==> src/rtl/efg_pkg.sv <==
package efg_pkg;

    localparam int ID_W      = 6;
    localparam int ARG_W     = 64;
    localparam int MASK_W    = 63;
    localparam int MAX_SLOTS = 63;

    typedef enum logic [2:0] {
        OP_SEND        = 3'd0,
        OP_CLEAR       = 3'd1,
        OP_GET         = 3'd2,
        OP_TAKE_ARG    = 3'd3,
        OP_TAKE_LOWEST = 3'd4,
        OP_TAKE_ID     = 3'd5,
        OP_TAKE_MASKED = 3'd6
    } efg_op_t;

    typedef struct packed {
        efg_op_t            op;
        logic [ID_W-1:0]    id;
        logic [MASK_W-1:0]  mask;
    } efg_cmd_t;

    typedef struct packed {
        logic               found;
        logic [ID_W-1:0]    taken_id;
    } efg_flag_res_t;

endpackage

==> src/rtl/efg_arg_store.sv <==
module efg_arg_store
    import efg_pkg::*;
#(
    parameter int DEPTH  = 63,
    parameter int WIDTH  = 64,
    parameter int ADDR_W = 6
)
(
    input  logic              clk,
    input  logic              rst_n,
    input  logic              wr_en,
    input  logic [ADDR_W-1:0] wr_addr,
    input  logic [WIDTH-1:0]  wr_data,
    input  logic              rd_en,
    input  logic [ADDR_W-1:0] rd_addr,
    output logic [WIDTH-1:0]  rd_data
);

    logic [WIDTH-1:0] mem [DEPTH];
    logic [DEPTH-1:0] valid_reg;
    logic [WIDTH-1:0] rd_data_reg;

    // entries never written read as the null argument
    always_ff @(posedge clk or negedge rst_n)
    begin
        if (!rst_n)
        begin
            valid_reg <= '0;
        end
        else if (wr_en)
        begin
            valid_reg[wr_addr] <= 1'b1;
        end
    end

    always_ff @(posedge clk)
    begin
        if (wr_en)
        begin
            mem[wr_addr] <= wr_data;
        end
    end

    // read returns the value before a same-cycle write
    always_ff @(posedge clk)
    begin
        if (rd_en)
        begin
            rd_data_reg <= valid_reg[rd_addr] ? mem[rd_addr] : '0;
        end
    end

    assign rd_data = rd_data_reg;

endmodule

==> src/rtl/efg_flag_unit.sv <==
module efg_flag_unit
    import efg_pkg::*;
#(
    parameter int NUM_SLOTS = 63
)
(
    input  logic          clk,
    input  logic          rst_n,
    input  logic          advance,
    input  efg_cmd_t      cmd,
    output efg_flag_res_t result
);

    logic [NUM_SLOTS-1:0] flags_reg;
    logic [NUM_SLOTS-1:0] flags_next;
    logic [NUM_SLOTS-1:0] id_bit;
    logic [NUM_SLOTS-1:0] sel;
    logic [NUM_SLOTS-1:0] cand;
    logic [NUM_SLOTS-1:0] lowest;
    logic [ID_W-1:0]      low_id;
    logic                 id_ok;

    assign id_ok  = (cmd.id != '0) && (cmd.id <= ID_W'(NUM_SLOTS));
    assign id_bit = NUM_SLOTS'(1) << (cmd.id - ID_W'(1));
    assign sel    = (cmd.op == OP_TAKE_LOWEST) ? '1 : cmd.mask[NUM_SLOTS-1:0];
    assign cand   = sel & flags_reg;
    // isolate lowest set bit
    assign lowest = cand & (~cand + NUM_SLOTS'(1));

    always_comb
    begin
        low_id = '0;
        for (int i = 0; i < NUM_SLOTS; i++)
        begin
            low_id = low_id | (lowest[i] ? ID_W'(i + 1) : '0);
        end
    end

    always_comb
    begin
        flags_next = flags_reg;
        result     = '0;
        unique case (cmd.op)
            OP_SEND:
            begin
                if (id_ok)
                begin
                    flags_next = flags_reg | id_bit;
                end
            end
            OP_CLEAR:
            begin
                flags_next = '0;
            end
            OP_TAKE_LOWEST, OP_TAKE_MASKED:
            begin
                if (|cand)
                begin
                    flags_next      = flags_reg & ~lowest;
                    result.found    = 1'b1;
                    result.taken_id = low_id;
                end
            end
            OP_TAKE_ID:
            begin
                if (id_ok && |(flags_reg & id_bit))
                begin
                    flags_next      = flags_reg & ~id_bit;
                    result.found    = 1'b1;
                    result.taken_id = cmd.id;
                end
            end
            OP_GET, OP_TAKE_ARG:
            begin
                flags_next = flags_reg;
            end
            default:
            begin
                flags_next = flags_reg;
            end
        endcase
    end

    always_ff @(posedge clk or negedge rst_n)
    begin
        if (!rst_n)
        begin
            flags_reg <= '0;
        end
        else if (advance)
        begin
            flags_reg <= flags_next;
        end
    end

    a_clear_empties: assert property (@(posedge clk) disable iff (!rst_n)
        advance && cmd.op == OP_CLEAR |=> flags_reg == '0)
        else $error("flags not empty after clear");

    a_take_drops_one: assert property (@(posedge clk) disable iff (!rst_n)
        advance && result.found |=>
            $countones(flags_reg) == $past($countones(flags_reg)) - 1)
        else $error("take did not drop exactly one flag");

    a_flags_hold: assert property (@(posedge clk) disable iff (!rst_n)
        !advance |=> $stable(flags_reg))
        else $error("flags changed without a transaction");

endmodule

==> src/rtl/event_flag_group.sv <==
// Event flag group: pending flags for event ids 1..EVENT_LIMIT-1 (at most 63)
// with one argument word per id. One transaction is accepted per clock while
// the result is not stalled, and it passes through the input stage and the
// result register: the argument memory is read and written at the accepting
// edge (one write, one registered read), flags are priority-encoded from the
// input stage and updated when it advances, and the result register drives the
// output. A stalled result holds the input stage, which then holds the input.
// Argument entries read as zero until written;
// per-entry valid bits clear at reset, so no clearing pass is needed and
// the block is ready right out of reset. Send, get, take-arg and take-id with
// id 0 or an out-of-range id change nothing and answer zero; op code 7 is a no-op.
module event_flag_group
    import efg_pkg::*;
#(
    parameter int EVENT_LIMIT = 64,
    parameter int ARG_WIDTH   = 64
)
(
    input  logic         clk,
    input  logic         rst_n,
    input  logic         s_tvalid,
    output logic         s_tready,
    input  logic [135:0] s_tdata,  // event_id[5:0], arg_value[69:6], id_mask[132:70]
    input  logic [2:0]   s_tuser,  // operation[2:0]
    output logic         m_tvalid,
    input  logic         m_tready,
    output logic [71:0]  m_tdata,  // taken_id[5:0], arg_out[69:6]
    output logic [0:0]   m_tuser   // found[0]
);

    localparam int NUM_SLOTS = (EVENT_LIMIT - 1 > MAX_SLOTS) ? MAX_SLOTS : EVENT_LIMIT - 1;
    localparam int ADDR_W    = (NUM_SLOTS > 1) ? $clog2(NUM_SLOTS) : 1;

    efg_cmd_t         in_cmd;
    logic [ARG_W-1:0] in_arg;
    logic             in_id_ok;
    logic             accept;
    logic             advance;
    logic             mem_wr_en;
    logic             mem_rd_en;
    logic [ADDR_W-1:0] mem_addr;
    logic [ARG_WIDTH-1:0] mem_wr_data;
    logic [ARG_WIDTH-1:0] mem_rd_data;

    logic             a_valid_reg;
    efg_cmd_t         a_cmd_reg;
    logic             a_arg_sel_reg;
    efg_flag_res_t    flag_res;

    logic             m_tvalid_reg;
    logic             m_found_reg;
    logic [ID_W-1:0]  m_taken_reg;
    logic [ARG_W-1:0] m_arg_reg;

    assign in_cmd.op   = efg_op_t'(s_tuser);
    assign in_cmd.id   = s_tdata[5:0];
    assign in_cmd.mask = s_tdata[132:70];
    assign in_arg      = s_tdata[69:6];

    assign in_id_ok = (in_cmd.id != '0) && (in_cmd.id <= ID_W'(NUM_SLOTS));

    assign advance  = a_valid_reg && (!m_tvalid_reg || m_tready);
    assign s_tready = !a_valid_reg || advance;
    assign accept   = s_tvalid && s_tready;

    // argument store is touched at the accepting edge; take arg reads old, writes zero
    assign mem_addr    = ADDR_W'(in_cmd.id - ID_W'(1));
    assign mem_wr_en   = accept && in_id_ok &&
                         (in_cmd.op == OP_SEND || in_cmd.op == OP_TAKE_ARG);
    assign mem_rd_en   = accept && in_id_ok &&
                         (in_cmd.op == OP_GET || in_cmd.op == OP_TAKE_ARG);
    assign mem_wr_data = (in_cmd.op == OP_SEND) ? in_arg[ARG_WIDTH-1:0] : '0;

    efg_arg_store #(
        .DEPTH  (NUM_SLOTS),
        .WIDTH  (ARG_WIDTH),
        .ADDR_W (ADDR_W)
    ) u_arg_store (
        .clk     (clk),
        .rst_n   (rst_n),
        .wr_en   (mem_wr_en),
        .wr_addr (mem_addr),
        .wr_data (mem_wr_data),
        .rd_en   (mem_rd_en),
        .rd_addr (mem_addr),
        .rd_data (mem_rd_data)
    );

    always_ff @(posedge clk or negedge rst_n)
    begin
        if (!rst_n)
        begin
            a_valid_reg <= 1'b0;
        end
        else if (s_tready)
        begin
            a_valid_reg <= s_tvalid;
        end
    end

    always_ff @(posedge clk)
    begin
        if (accept)
        begin
            a_cmd_reg     <= in_cmd;
            a_arg_sel_reg <= mem_rd_en;
        end
    end

    efg_flag_unit #(
        .NUM_SLOTS (NUM_SLOTS)
    ) u_flag_unit (
        .clk     (clk),
        .rst_n   (rst_n),
        .advance (advance),
        .cmd     (a_cmd_reg),
        .result  (flag_res)
    );

    always_ff @(posedge clk or negedge rst_n)
    begin
        if (!rst_n)
        begin
            m_tvalid_reg <= 1'b0;
        end
        else if (advance)
        begin
            m_tvalid_reg <= 1'b1;
        end
        else if (m_tready)
        begin
            m_tvalid_reg <= 1'b0;
        end
    end

    always_ff @(posedge clk)
    begin
        if (advance)
        begin
            m_found_reg <= flag_res.found;
            m_taken_reg <= flag_res.taken_id;
            m_arg_reg   <= a_arg_sel_reg ? ARG_W'(mem_rd_data) : '0;
        end
    end

    assign m_tvalid   = m_tvalid_reg;
    assign m_tdata    = {2'b00, m_arg_reg, m_taken_reg};
    assign m_tuser[0] = m_found_reg;

    a_found_has_id: assert property (@(posedge clk) disable iff (!rst_n)
        m_tvalid_reg && m_found_reg |-> m_taken_reg != '0)
        else $error("found result without an id");

    a_miss_no_id: assert property (@(posedge clk) disable iff (!rst_n)
        m_tvalid_reg && !m_found_reg |-> m_taken_reg == '0)
        else $error("id reported without found");

    a_arg_not_take: assert property (@(posedge clk) disable iff (!rst_n)
        m_tvalid_reg && m_arg_reg != '0 |-> !m_found_reg)
        else $error("argument returned with a flag take");

    a_stall_only_full: assert property (@(posedge clk) disable iff (!rst_n)
        !s_tready |-> a_valid_reg && m_tvalid_reg && !m_tready)
        else $error("input stalled with room in the pipe");

endmodule
==> config.mk <==
export PLATFORM = sky130hd
export DESIGN_NAME = event_flag_group
export DESIGN_NICKNAME = d
export VERILOG_FILES = /design/src/rtl/efg_pkg.sv /design/src/rtl/efg_arg_store.sv /design/src/rtl/efg_flag_unit.sv /design/src/rtl/event_flag_group.sv
export SDC_FILE = /design/constraint.sdc
export NUM_CORES = 2
export LEC_CHECK = 0
export BUFFER_PORTS_ARGS = -buffer_cell sky130_fd_sc_hd__buf_2
export CORE_MARGIN = 3
export CORE_UTILIZATION = 54
export DETAILED_ROUTE_END_ITERATION = 8
export MAX_ROUTING_LAYER = met4
export PLACE_DENSITY = 0.7
export RECOVER_POWER = 25
export SLEW_MARGIN = 20
export SYNTH_ARGS = -nofsm -noshare
export SYNTH_HDL_FRONTEND = slang
export SYNTH_SLANG_ARGS = --single-unit
==> constraint.sdc <==
create_clock -name clk -period 9.7 [get_ports clk]
set_input_delay 2.425 -clock clk [delete_from_list [all_inputs] [get_ports clk]]
set_output_delay 2.425 -clock clk [all_outputs]
set_load 0.02 [all_outputs]
==> results.md <==
* Crit path cell chain: clkbuf_1 > nor3_1 > clkbuf_1 > and2_1 > clkbuf_1
* Clock Path Buffers at 4
* Initial DRC Count at between 10000 and 15000
* Sw Share at between 20% and 30%
* Critical path endpoint category: register
* Final min period at 7.81 ns
* Initial antenna violation count at 32
* FF-to-FF End: m_arg_reg[17]
* Die area at 0.321 mm2
* Pin count of the biggest net entering global routing at 140
* Final instance area at between 0.15 and 0.2 mm2
* Leak at between 50 and 60 nW
* DRC Markers at 0
* GRT Util Overall at a little under a third
* Unrepaired setup endpoints after global routing: no
* Setup violations, final at 0
* Clk_lat worst skew at roughly 1 ns
* Critical Path RT at ~10 ns
* Avg Cell Area, Syn at 21.1 um2
* Sequential fraction of the synthesis area at 77.0%
* Internal power at between 30 and 40 mW
* Hold Fails Final Rpt at 0
* DP HPWL at about 250 mm
* Worst R2R Start: m_tvalid
* Placement Cell Area at about 0.18 mm2
* Largest register FFs at 4032
* Share of cells above drive strength 1 at 25.4%
* Post-route setup TNS at 0 ns
* Cell total after placement at 12202
* CP arrival at 8.18 ns
* DR pass1 iterations at 8
* CP max stage cell: clkbuf_1
* M3 GR Usage at 5.59%
* Synthesized instance count at 8052
* Crit path max fanout at between 60 and 70
* Synthesized cell area at ~0.17 mm2
* Via Count at just under 90000
* Total Wirelength at roughly 470 mm
* Post-CTS Setup Bufs at 0
* Cts repair resizes at 0
* Initial cell density of the core at 54.3%
* Setup crit start: s_tuser[1]
* Most used routing layer: met2
* Tightest Pin Transition at around 4.5 ns
* Crit path largest cell delay at 2.84 ns
* CORE AREA at between 0.3 and 0.4 mm2
* WS Path Type: in -> reg
* Post-synth ARST share at 2.93%
* Num rows at about 200
* Vias in the first global route at 86827
* Routed vias/inst at 6.77
* GR Util met2 at approximately 45%
* Area delta synth->final at 12.7%
* Buffers on Ports at 212
* Met1 usage at about two fifths
* Clock transition at the registers of the reported paths at about 0.06 ns
* Path depth of the worst reg2reg path at 3
* Hold buffers post-CTS at 0
* Final period util at between 80% and 90%
* Share of total power in the clock network at roughly 41%
* Status: complete, but fails checks
* R2R Setup Slk at between 4 and 5 ns
* Main synth FF type: edfxtp_1
* Yosys reg bits at about 4400
* Worst setup margin at between 1.5 and 2 ns
* Top-Level Pins at around 220
* Place WS at 1.92 ns
* GRT Residual Overflow at 0
* Non-Filler Instances at ~13000
* Commonest non-fill, non-tap cell in the layout: edfxtp_1
* PwrDens at ~210 mW/mm2
* Die X-Extent at approximately 570 um
* Switch Pwr at roughly 8.7 mW
* Final Wtd Congestion at about 0.89
* Worst hold stages at 1
* Die Y-Extent at about 570 um
* First-pass GRT wire length at about 660 mm
* Clk sinks at 4368
* Maximum VDD drop at ~0.16 mV
* Max cap viols at 36
* H-Tree Depth at 5
* ANT nets after route at 0
* Root buf cell: clkbuf_16
* Skew final at 0.0526 ns
* Max Fclk at about 130 MHz
* TritonCTS Buffers at between 400 and 500
* Combinational Power Share at under 10%
* Failing checks: max-capacitance violations, max-slew violations
* Routed wire per std cell at approximately 36 um
* CP Launch Type: input pin
* Most used cell, CP: clkbuf_1
* Syn. warnings at 0
* Max_slew headroom at -200%
* Fill count at 21236
* Critical Path End: u_arg_store.mem[51][34]
* Clock tree from TritonCTS: yes
* Slew Viols, Final at 2134
* Number of flops mapped to enable cells by yosys at 4240
* Nets at 8639
* Seq pwr share at between 50% and 60%
* Post-synth cell types at between 80 and 90
* Commonest non-fill, non-tap cells in the layout: edfxtp_1 (4240), mux4_2 (1012), clkbuf_16 (439)
* Worst hold path type: reg -> reg
==> routing by layer <==
| layer | wire (um) | part of all wire [%] |
|---|---|---|
| met2 | 224000 | 48 |
| met4 | 18500 | 3.9 |
| met5 | 0 | 0 |
| met3 | 49800 | 11 |
| met1 | 177000 | 38 |
==> final cells by class <==
type                            count  area [um2]  area share, %
Sequential cell                  4368      131000           68.3
Multi-Input combinational cell   3215       37900           19.8
Clock buffer                      550       11500           6.00
Tap cell                         4140        5180           2.71
Timing Repair Buffer              473        3710           1.94
Clock inverter                    238        2230           1.17
Antenna cell                       39        97.6         0.0511
Inverter                            7        33.8         0.0177
==> cell families after synthesis <==
logic type / after synthesis / share of synthesized area [%]
flip-flops: 4368 / 77.0
multiplexers: 1421 / 15.9
AND/OR/NAND/NOR: 958 / 2.86
AO/OA/AOI/OAI: 823 / 3.13
buffers and inverters: 470 / 1.08
XOR/XNOR: 10 / 0.0517
adder cells (fa/ha/maj): 1 / 0.00738
other: 1 / 0.00221
==> critical path, delay by kind of cell <==
| family | cells | cell delay (ns) |
|---|---|---|
| simple gates | 2 | 0.94 |
| buf+inv | 3 | 4.75 |
==> Yosys cell counts, types with 19 or more instances <==
cell type | n | share of area (%)
buf_1 | 135 | 0.30
a211oi_1 | 120 | 0.53
nand2_1 | 218 | 0.48
a21oi_1 | 189 | 0.56
nor4_1 | 35 | 0.13
nor2_1 | 234 | 0.52
nand2b_1 | 25 | 0.092
or2_2 | 67 | 0.25
nand3_1 | 72 | 0.21
nor3_1 | 62 | 0.18
clkbuf_1 | 300 | 0.66
nand4_1 | 20 | 0.074
and2_1 | 137 | 0.51
mux4_2 | 1012 | 13
o21ai_0 | 95 | 0.28
a31oi_1 | 80 | 0.30
mux2i_1 | 402 | 2.4
o22ai_1 | 191 | 0.70
buf_2 | 19 | 0.056
dfrtp_1 | 128 | 1.9
edfxtp_1 | 4240 | 75
==> worst min-delay path by stage <==
stage | startpoint | to | slack (ns)
2_1_floorplan | u_arg_store.valid_reg[10] | u_arg_store.valid_reg[10] | 0.43
3_3_place_gp | u_arg_store.valid_reg[25] | u_arg_store.valid_reg[25] | 0.45
3_5_place_dp | u_arg_store.valid_reg[49] | u_arg_store.valid_reg[49] | 0.45
4_1_cts | u_arg_store.valid_reg[49] | u_arg_store.valid_reg[49] | 0.47
5_1_grt | u_arg_store.valid_reg[3] | u_arg_store.valid_reg[3] | 0.47
6_report | u_arg_store.valid_reg[49] | u_arg_store.valid_reg[49] | 0.47
==> stage by stage <==
stage	util [%]	total power [mW]	hold WS, ns
after CTS	61.2	39.8	0.466
after global routing	61.2	40.7	0.470
after detailed placement	56.8	23.7	0.451
final	61.2	39.6	0.468
after floorplan	-	22.9	0.434
after global placement	56.8	23.7	0.445
==> power by group through the flow <==
| stage | Clock, mW | Sequential (mW) | Combinational [mW] |
|---|---|---|---|
| floorplan | 0 | 21.1 | 1.71 |
| global placement | 0 | 21.1 | 2.57 |
| detailed placement | 0 | 21.1 | 2.60 |
| CTS | 16.5 | 20.7 | 2.61 |
| global route | 17.2 | 20.8 | 2.75 |
| finish | 16.3 | 20.8 | 2.60 |
(Power assumes the default switching activity.)
